--- config.mk ---
export PLATFORM = sky130hd
export DESIGN_NAME = debounced_press_blink_queue
export DESIGN_NICKNAME = d
export VERILOG_FILES = /design/src/hdl/dbpb_pkg.sv /design/src/hdl/dbpb_debounce.sv /design/src/hdl/dbpb_blinker.sv /design/src/hdl/dbpb_out_buf.sv /design/src/hdl/debounced_press_blink_queue.sv
export SDC_FILE = /design/constraint.sdc
export NUM_CORES = 1
export LEC_CHECK = 0
export ABC_AREA = 1
export BUFFER_PORTS_ARGS = -buffer_cell sky130_fd_sc_hd__buf_2
export CAP_MARGIN = 20
export CORE_MARGIN = 2
export CORE_UTILIZATION = 43
export DETAILED_ROUTE_END_ITERATION = 8
export GPL_ROUTABILITY_DRIVEN = 0
export HOLD_SLACK_MARGIN = 0.15
export PLACE_DENSITY = 0.7
export SYNTH_ARGS = -nofsm -noshare
export SYNTH_HDL_FRONTEND = slang
export SYNTH_SLANG_ARGS = --single-unit
--- constraint.sdc ---
create_clock -name clk -period 5.5 [get_ports clk]
set_input_delay 1.375 -clock clk [delete_from_list [all_inputs] [get_ports clk]]
set_output_delay 1.375 -clock clk [all_outputs]
set_load 0.01 [all_outputs]
--- src/hdl/dbpb_pkg.sv ---
// ----------------------------------------------------------------------------
// dbpb_pkg
// Shared widths, register indexes and result types of the press blink queue.
// ----------------------------------------------------------------------------
`default_nettype none

package dbpb_pkg;

	localparam int TIMER_W  = 16;
	localparam int COUNT_W  = 8;
	localparam int CFG_IDX_W = 3;
	localparam int CFG_DATA_W = 16;
	localparam int IN_DATA_W = 8;
	localparam int OUT_DATA_W = 16;

	localparam logic [CFG_IDX_W-1:0] REG_DEBOUNCE = 3'd0;
	localparam logic [CFG_IDX_W-1:0] REG_ON       = 3'd1;
	localparam logic [CFG_IDX_W-1:0] REG_OFF      = 3'd2;
	localparam logic [CFG_IDX_W-1:0] REG_REPEATS  = 3'd3;
	localparam logic [CFG_IDX_W-1:0] REG_LIMIT    = 3'd4;

	localparam logic [TIMER_W-1:0] DEBOUNCE_RST = 16'd50;
	localparam logic [TIMER_W-1:0] ON_RST       = 16'd500;
	localparam logic [TIMER_W-1:0] OFF_RST      = 16'd500;
	localparam logic [COUNT_W-1:0] REPEATS_RST  = 8'd3;
	localparam logic [COUNT_W-1:0] LIMIT_RST    = 8'd5;

	localparam logic [TIMER_W-1:0] TIMER_MAX = '1;

	// One result word; led_level lands in bit 0.
	typedef struct packed {
		logic               sequence_done;
		logic               press_dropped;
		logic               press_accepted;
		logic [COUNT_W-1:0] pending_presses;
		logic               led_level;
	} result_t;

	typedef struct packed {
		logic take;
		logic done;
		logic led;
	} blink_stat_t;

endpackage : dbpb_pkg

`default_nettype wire

--- src/hdl/dbpb_debounce.sv ---
// ----------------------------------------------------------------------------
// dbpb_debounce
// Quiet-timer debouncer; flags a stable rising level once per press.
// ----------------------------------------------------------------------------
`default_nettype none

module dbpb_debounce (
	input  wire logic                        clk,
	input  wire logic                        arst_n,
	input  wire logic                        step,
	input  wire logic                        sample,
	input  wire logic [dbpb_pkg::TIMER_W-1:0] debounce_ticks,
	output logic                             press_evt
);
	import dbpb_pkg::*;

	logic               prev_q;
	logic               stable_q;
	logic [TIMER_W-1:0] quiet_q;
	logic [TIMER_W-1:0] quiet_n;
	logic               flip;

	always_comb begin
		if (sample != prev_q) begin
			quiet_n = '0;
		end else if (quiet_q != TIMER_MAX) begin
			quiet_n = quiet_q + TIMER_W'(1);
		end else begin
			quiet_n = quiet_q;
		end
		flip      = (quiet_n >= debounce_ticks) && (sample != stable_q);
		press_evt = step && flip && sample;
	end

	always_ff @(posedge clk or negedge arst_n) begin
		if (!arst_n) begin
			prev_q   <= 1'b0;
			stable_q <= 1'b0;
			quiet_q  <= '0;
		end else if (step) begin
			prev_q  <= sample;
			quiet_q <= quiet_n;
			if (flip) begin
				stable_q <= sample;
			end
		end
	end

endmodule : dbpb_debounce

`default_nettype wire

--- src/hdl/dbpb_blinker.sv ---
// ----------------------------------------------------------------------------
// dbpb_blinker
// Counted blink sequencer: on phase, off phase, repeated per taken press.
// ----------------------------------------------------------------------------
`default_nettype none

module dbpb_blinker (
	input  wire logic                        clk,
	input  wire logic                        arst_n,
	input  wire logic                        step,
	input  wire logic                        pending,
	input  wire logic [dbpb_pkg::TIMER_W-1:0] on_ticks,
	input  wire logic [dbpb_pkg::TIMER_W-1:0] off_ticks,
	input  wire logic [dbpb_pkg::COUNT_W-1:0] blink_repeats,
	output dbpb_pkg::blink_stat_t            stat
);
	import dbpb_pkg::*;

	logic               active_q, phase_hi_q;
	logic [TIMER_W-1:0] timer_q;
	logic [COUNT_W-1:0] remain_q;

	logic               active_n, phase_hi_n;
	logic [TIMER_W-1:0] timer_n, timer_inc;
	logic [COUNT_W-1:0] remain_n;

	always_comb begin
		active_n   = active_q;
		phase_hi_n = phase_hi_q;
		timer_n    = timer_q;
		remain_n   = remain_q;
		stat       = '0;
		timer_inc  = (timer_q != TIMER_MAX) ? timer_q + TIMER_W'(1) : timer_q;

		if (active_q) begin
			timer_n = timer_inc;
			if (phase_hi_q) begin
				if (timer_inc >= on_ticks) begin
					phase_hi_n = 1'b0;
					timer_n    = '0;
				end
			end else if (timer_inc >= off_ticks) begin
				timer_n = '0;
				if (remain_q <= COUNT_W'(1)) begin
					remain_n  = '0;
					active_n  = 1'b0;
					stat.done = 1'b1;
				end else begin
					remain_n   = remain_q - COUNT_W'(1);
					phase_hi_n = 1'b1;
				end
			end
		end

		// Take a pending press as soon as the sequencer is free.
		if (!active_n && pending) begin
			stat.take  = 1'b1;
			active_n   = 1'b1;
			phase_hi_n = 1'b1;
			timer_n    = '0;
			remain_n   = blink_repeats;
		end

		stat.led = active_n && phase_hi_n;
	end

	always_ff @(posedge clk or negedge arst_n) begin
		if (!arst_n) begin
			active_q   <= 1'b0;
			phase_hi_q <= 1'b0;
			timer_q    <= '0;
			remain_q   <= '0;
		end else if (step) begin
			active_q   <= active_n;
			phase_hi_q <= phase_hi_n;
			timer_q    <= timer_n;
			remain_q   <= remain_n;
		end
	end

endmodule : dbpb_blinker

`default_nettype wire

--- src/hdl/dbpb_out_buf.sv ---
// ----------------------------------------------------------------------------
// dbpb_out_buf
// Result register with a skid entry, so one more input word is taken while stalled.
// ----------------------------------------------------------------------------
`default_nettype none

module dbpb_out_buf (
	input  wire logic              clk,
	input  wire logic              arst_n,
	input  wire logic              push,
	input  wire dbpb_pkg::result_t push_data,
	output logic                   space,
	output logic                   out_valid,
	input  wire logic              out_ready,
	output dbpb_pkg::result_t      out_data
);
	import dbpb_pkg::*;

	logic    main_v_q, skid_v_q;
	result_t main_q, skid_q;
	logic    pop;

	assign pop       = main_v_q && out_ready;
	assign space     = !skid_v_q;
	assign out_valid = main_v_q;
	assign out_data  = main_q;

	always_ff @(posedge clk or negedge arst_n) begin
		if (!arst_n) begin
			main_v_q <= 1'b0;
			skid_v_q <= 1'b0;
		end else begin
			if (skid_v_q) begin
				if (pop) begin
					skid_v_q <= 1'b0;
				end
			end else if (push && main_v_q && !pop) begin
				skid_v_q <= 1'b1;
			end else if (push) begin
				main_v_q <= 1'b1;
			end else if (pop) begin
				main_v_q <= 1'b0;
			end
		end
	end

	always_ff @(posedge clk) begin
		if (skid_v_q) begin
			if (pop) begin
				main_q <= skid_q;
			end
		end else if (push && main_v_q && !pop) begin
			skid_q <= push_data;
		end else if (push) begin
			main_q <= push_data;
		end
	end

endmodule : dbpb_out_buf

`default_nettype wire

--- src/hdl/debounced_press_blink_queue.sv ---
// ----------------------------------------------------------------------------
// debounced_press_blink_queue
// Button debouncer feeding a press queue that drives a counted LED blinker.
// ----------------------------------------------------------------------------
// Usage:
//   Each input word on s_tvalid/s_tready/s_tdata is one millisecond tick;
//   s_tdata[0] carries the raw button level. Every accepted word yields
//   exactly one result word on m_tvalid/m_tready/m_tdata with the LED level,
//   the pending press count and the accepted, dropped and done flags.
//   Each accepted word's result is registered into the result register, or
//   into the skid entry while the output is stalled. Throughput is one word
//   per cycle while the skid entry is free; all per-tick work is one pass of
//   small counters and compares into the result register. The result register
//   has a skid entry behind it: while the receiver stalls, one more word is
//   taken, then s_tready drops until m_tready frees the skid entry.
//   Registers are written on the cfg channel (cfg_ready is always high); the
//   user must write them while no tick is in flight, which the block does not enforce. Unknown indexes are ignored.
//   Reset clears the debouncer, the queue and the blinker, empties the
//   result buffer and loads the register defaults (50, 500, 500, 3, 5).
// ----------------------------------------------------------------------------
`default_nettype none

module debounced_press_blink_queue (
	input  wire logic                           clk,
	input  wire logic                           arst_n,
	// s_tdata: [0] button_level, rest zero
	input  wire logic                           s_tvalid,
	output logic                                s_tready,
	input  wire logic [dbpb_pkg::IN_DATA_W-1:0]  s_tdata,
	// m_tdata: [0] led_level, [8:1] pending_presses, [9] press_accepted,
	//          [10] press_dropped, [11] sequence_done, rest zero
	output logic                                m_tvalid,
	input  wire logic                           m_tready,
	output logic [dbpb_pkg::OUT_DATA_W-1:0]     m_tdata,
	input  wire logic                           cfg_valid,
	output logic                                cfg_ready,
	input  wire logic [dbpb_pkg::CFG_IDX_W-1:0]  cfg_index,
	input  wire logic [dbpb_pkg::CFG_DATA_W-1:0] cfg_data
);
	import dbpb_pkg::*;

	// Configuration registers.
	logic [TIMER_W-1:0] debounce_q, on_q, off_q;
	logic [COUNT_W-1:0] repeats_q, limit_q;

	// Press queue count.
	logic [COUNT_W-1:0] count_q;

	logic               step;
	logic               press_evt;
	logic               accepted, dropped;
	logic [COUNT_W-1:0] count_mid, count_n;
	blink_stat_t        blink;
	result_t            result, out_res;
	logic               space;

	assign cfg_ready = 1'b1;
	assign s_tready  = space;
	assign step      = s_tvalid && space;

	always_ff @(posedge clk or negedge arst_n) begin
		if (!arst_n) begin
			debounce_q <= DEBOUNCE_RST;
			on_q       <= ON_RST;
			off_q      <= OFF_RST;
			repeats_q  <= REPEATS_RST;
			limit_q    <= LIMIT_RST;
		end else if (cfg_valid) begin
			unique case (cfg_index)
				REG_DEBOUNCE: debounce_q <= cfg_data;
				REG_ON:       on_q       <= cfg_data;
				REG_OFF:      off_q      <= cfg_data;
				REG_REPEATS:  repeats_q  <= cfg_data[COUNT_W-1:0];
				REG_LIMIT:    limit_q    <= cfg_data[COUNT_W-1:0];
				default: ; // drop writes to unknown indexes
			endcase
		end
	end

	dbpb_debounce u_debounce (
		.clk            (clk),
		.arst_n         (arst_n),
		.step           (step),
		.sample         (s_tdata[0]),
		.debounce_ticks (debounce_q),
		.press_evt      (press_evt)
	);

	// Queue first, then let the blinker take from the updated count.
	always_comb begin
		accepted  = press_evt && (count_q < limit_q);
		dropped   = press_evt && !(count_q < limit_q);
		count_mid = count_q + COUNT_W'(accepted);
		count_n   = count_mid - COUNT_W'(blink.take);
	end

	dbpb_blinker u_blinker (
		.clk           (clk),
		.arst_n        (arst_n),
		.step          (step),
		.pending       (count_mid != '0),
		.on_ticks      (on_q),
		.off_ticks     (off_q),
		.blink_repeats (repeats_q),
		.stat          (blink)
	);

	always_ff @(posedge clk or negedge arst_n) begin
		if (!arst_n) begin
			count_q <= '0;
		end else if (step) begin
			count_q <= count_n;
		end
	end

	always_comb begin
		result.led_level       = blink.led;
		result.pending_presses = count_n;
		result.press_accepted  = accepted;
		result.press_dropped   = dropped;
		result.sequence_done   = blink.done;
	end

	dbpb_out_buf u_out_buf (
		.clk       (clk),
		.arst_n    (arst_n),
		.push      (step),
		.push_data (result),
		.space     (space),
		.out_valid (m_tvalid),
		.out_ready (m_tready),
		.out_data  (out_res)
	);

	assign m_tdata = {(OUT_DATA_W - $bits(result_t))'(0), out_res};

endmodule : debounced_press_blink_queue

`default_nettype wire

==> impl_table.tex <==
\begin{tabular}{lr}
\hline
Metric & Value \\
\hline
\multicolumn{2}{l}{\textbf{STA}} \\
\quad Relative slew margins & about 40\% \\
\quad Summed negative setup slack over all endpoints & 0 ps \\
\quad Worst-Margin Slew & just over 900 ps \\
\quad Maximum achievable frequency & 0.192 GHz \\
\quad Tightest hold margin & around 480 ps \\
\quad Count of final setup violators & 0 \\
\quad Number of pins with negative max-slew slack in the final report & 0 \\
\quad Final hold violation count & 0 \\
\quad Crit path time final & roughly 5200 ps \\
\quad Worst Setup Slack, final & between 200 and 300 ps \\
\quad Share of the cycle needed by the critical path after routing & between 90\% and 100\% \\
\quad Largest clock skew in the final design & 9.05 ps \\
\multicolumn{2}{l}{\textbf{Routing}} \\
\quad Detailed-route wire length & between 15000 and 20000 microns \\
\quad Mean routed wirelength per cell & roughly 13 microns \\
\quad Vias per Instance & 4.97 \\
\quad Number of design rule violations left after detail routing & 0 \\
\quad Number of iterations in the first detailed-routing pass & 5 \\
\quad Number of violations reported at the end of detailed-routing iteration 0 & about 450 \\
\quad Number of nets with antenna violations after routing & 0 \\
\quad Detailed-route via count & between 7000 and 8000 \\
\multicolumn{2}{l}{\textbf{Status}} \\
\quad Status & completed \\
\multicolumn{2}{l}{\textbf{Setup path}} \\
\quad Element type at the critical path end & register \\
\quad Launch point of the critical path & s\_tdata[0] \\
\quad Cell depth of the worst flop-to-flop path & 36 \\
\quad Critical path class & in -> reg \\
\quad Startpoint of the most critical register-to-register path & u\_debounce.quiet\_q[7] \\
\quad Critical Path Sink & u\_out\_buf.out\_data[6] \\
\quad Worst endpoint data arrival time & about 5500 ps \\
\quad Max Fanout on Critical Path & 6 \\
\quad Worst path required time & just under 6000 ps \\
\quad Top cell family by delay on the critical path & simple AND/OR/NAND/NOR gates \\
\quad Levels on crit path & 33 \\
\quad Slowest cell on the critical path & sky130\_fd\_sc\_hd\_\_ha\_1 \\
\quad Register-to-register setup slack & 370 ps \\
\quad R2R Path End & u\_out\_buf.out\_data[6] \\
\quad CP max stage delay & 300 ps \\
\quad Crit path buf inv count & 10 \\
\quad Critical Path Start Type & input pin \\
\multicolumn{2}{l}{\textbf{Die}} \\
\quad Total die area & $\sim$21000 sq um \\
\quad Floorplan row count & between 50 and 60 \\
\quad Core area & between 15000 and 20000 sq um \\
\quad Horizontal extent of the die & $\sim$140 microns \\
\quad Starting density of the core & $\sim$44\% \\
\quad Die Ht & between 100 and 150 microns \\
\quad I/O pin cnt & 51 \\
\multicolumn{2}{l}{\textbf{Synthesis}} \\
\quad Unique cell type count in the Yosys netlist & 38 \\
\quad Netlist area before placement & $\sim$8500 sq um \\
\quad Mean area per synthesized cell & 7.80 sq um \\
\quad Part of the Yosys area used for sequential elements & approximately 44\% \\
\quad Number of cells produced by synthesis & 1086 \\
\quad Number of enable-type register cells in the synthesized netlist & 24 \\
\quad Post-synthesis register bit count & 142 \\
\quad Most instantiated flip-flop cell in the synthesis netlist & sky130\_fd\_sc\_hd\_\_dfrtp\_1 \\
\quad Asr flop ratio synth & between 80\% and 90\% \\
\quad Warnings from Yosys & 0 \\
\multicolumn{2}{l}{\textbf{Worst hold path}} \\
\quad Type of the most critical hold path & reg -> reg \\
\quad Worst hold path stage count & 2 \\
\quad Min-Delay Startpoint & on\_q[14] \\
\multicolumn{2}{l}{\textbf{Clocking}} \\
\quad Clk root buf & sky130\_fd\_sc\_hd\_\_clkbuf\_16 \\
\quad Clock latency on the worst-skew pair & approximately 430 ps \\
\quad TritonCTS clock tree & built \\
\quad Number of levels the H-tree was split into & 4 \\
\quad Clock edge transition at the registers on the reported setup and hold paths & 60 ps \\
\quad Buffer levels on the longest clock path & 2 \\
\quad Num CTS Buffers & 17 \\
\quad Clock sink total & between 100 and 150 \\
\quad Number of hold buffers added after cts & 0 \\
\multicolumn{2}{l}{\textbf{Cells and area}} \\
\quad Net count of the finished layout & around 1200 \\
\quad Final cell count without fillers & between 1000 and 1500 \\
\quad Synth-to-layout area growth & 15.9\% \\
\quad Share of layout cells above drive strength 1 & around 15\% \\
\quad N\_diodes & 0 \\
\multicolumn{2}{l}{\textbf{Pwr}} \\
\quad Leakage power of the design & 4.98 nW \\
\quad Max IR drop VDD & 0.251 mV \\
\quad Power density of the placed cells & between 400 and 500 nW/um\^{}2 \\
\multicolumn{2}{l}{\textbf{GRT}} \\
\quad Vias in the first global route & 6694 \\
\quad Highest-utilization routing layer at the global route stage & met2 \\
\quad Grt met1 use & between 20\% and 30\% \\
\quad Pin count of the biggest net entering global routing & 61 \\
\quad Met3 track utilization from global routing & 4.21\% \\
\quad GRT Residual Overflow & 0 \\
\quad Total global-route track usage & around a fifth \\
\quad Wire length of the first global-routing pass & 31700 microns \\
\quad Global-route met2 utilization & a little under a third \\
\quad Antenna violations before repair & 0 \\
\multicolumn{2}{l}{\textbf{Placement}} \\
\quad Post-place setup slack & -294 ps \\
\quad Buffers on Ports & 38 \\
\quad Placed cell count & between 1000 and 1500 \\
\quad Final HPWL DP & roughly 13000 microns \\
\multicolumn{2}{l}{\textbf{Flow run}} \\
\quad Max-capacitance violation count & 0 \\
\hline
\end{tabular}
repair_timing:
item	CTS	global route
endpoints found under the setup margin	0	48
setup buffers	0	6
gates resized for setup	0	23
stage by stage:
step | total power, mW | cell area [sq um] | utilization, %
floorplan | 2.62 | 8490 | -
global placement | 2.98 | 9040 | 46.6
detailed placement | 3.02 | 9040 | 46.6
CTS | 4.21 | 9640 | 49.7
global route | 4.58 | 9830 | 50.7
finish | 4.26 | 9830 | 50.7
placed cells by master, fill, tap and decap left out, types with 4 or more instances in the layout:
cell and n:
sky130_fd_sc_hd__buf_4 33, sky130_fd_sc_hd__o21ai_0 114, sky130_fd_sc_hd__nand4_1 31, sky130_fd_sc_hd__nor3_1 15, sky130_fd_sc_hd__inv_1 155, sky130_fd_sc_hd__conb_1 5
sky130_fd_sc_hd__edfxtp_1 24, sky130_fd_sc_hd__xor2_1 15, sky130_fd_sc_hd__a21oi_1 35, sky130_fd_sc_hd__nand3_2 6, sky130_fd_sc_hd__nand3_1 35, sky130_fd_sc_hd__xnor2_1 5
sky130_fd_sc_hd__clkbuf_8 4, sky130_fd_sc_hd__nor2_1 53, sky130_fd_sc_hd__buf_2 37, sky130_fd_sc_hd__dfstp_2 19, sky130_fd_sc_hd__nand2_2 9, sky130_fd_sc_hd__nor2_2 6
sky130_fd_sc_hd__clkbuf_16 17, sky130_fd_sc_hd__nand2_1 329, sky130_fd_sc_hd__ha_1 61, sky130_fd_sc_hd__dfrtp_1 98, sky130_fd_sc_hd__inv_2 5
tightest hold or removal path: cells and delay by family (launching register included):
family | cells | cell delay [ps]
AOI/OAI and AO/OA | 1 | 50
DFF | 1 | 340
and+or+nand+nor | 1 | 50
synth_stat cells (all sizes together) (3+ instances only):
master	number	area share, %
nor3	21	1.5
clkbuf	21	0.93
dfrtp	99	29
o21a	3	0.27
xnor2	7	0.72
nand4	31	2.3
dfstp	19	5.9
nand2	341	16
o21ai	116	6.8
a31oi	3	0.22
xor2	18	1.9
buf	10	0.92
inv	160	7.1
nor2	62	3.1
ha	63	9.3
edfxtp	24	8.5
a21oi	35	2.1
nand3	41	2.6
logic make-up after synthesis:
logic type / count (synthesis) / synth area share, %
fa+ha+maj: 63 / 9.30
simple gates: 499 / 25.5
buf+inv: 192 / 8.98
compound gates: 162 / 9.85
flops: 142 / 43.6
xor+xnor: 25 / 2.58
other cells: 2 / 0.0886
mux: 1 / 0.118
state kept, by name, summed over array words and instances (netlist names):
signal,count
debounce_q,16
off_q,16
on_q,16
u_blinker.timer_q,16
u_debounce.quiet_q,16
u_out_buf.out_data,12
u_out_buf.skid_q,12
count_q,8
limit_q,8
repeats_q,8
u_blinker.remain_q,8
u_blinker.active_q,1
u_blinker.phase_hi_q,1
u_debounce.prev_q,1
u_debounce.stable_q,1
u_out_buf.out_valid,1
u_out_buf.skid_v_q,1
layout make-up:
cell class | instances | area (sq um)
Multi-Input combinational cell | 755 | 4130
Sequential cell | 142 | 3700
Timing Repair Buffer | 72 | 468
Tap cell | 265 | 332
Clock buffer | 23 | 488
Fill cell | 1905 | 9570
Clock inverter | 9 | 108
Inverter | 161 | 604
power breakdown:
group / internal (mW) / switching [mW] / leakage [nW]
combinational: 0.577 / 0.944 / 2.98
sequential: 1.38 / 0.188 / 1.72
clock: 0.715 / 0.453 / 0.286
metal layers:
metal / up-vias / share of wire [%]
li1: 3611 / -
met2: 176 / 47
met5: - / 0
met1: 3288 / 47
met3: 22 / 5.1
met4: 0 / 1.3
worst min-delay path by stage:
stage | to | slack [ps]
6_report | on_q[14] | 480
5_1_grt | on_q[8] | 500
4_1_cts | on_q[9] | 490
3_5_place_dp | on_q[9] | 470
3_3_place_gp | debounce_q[15] | 470
2_1_floorplan | debounce_q[10] | 450
Power figures use the tool's default switching activity.
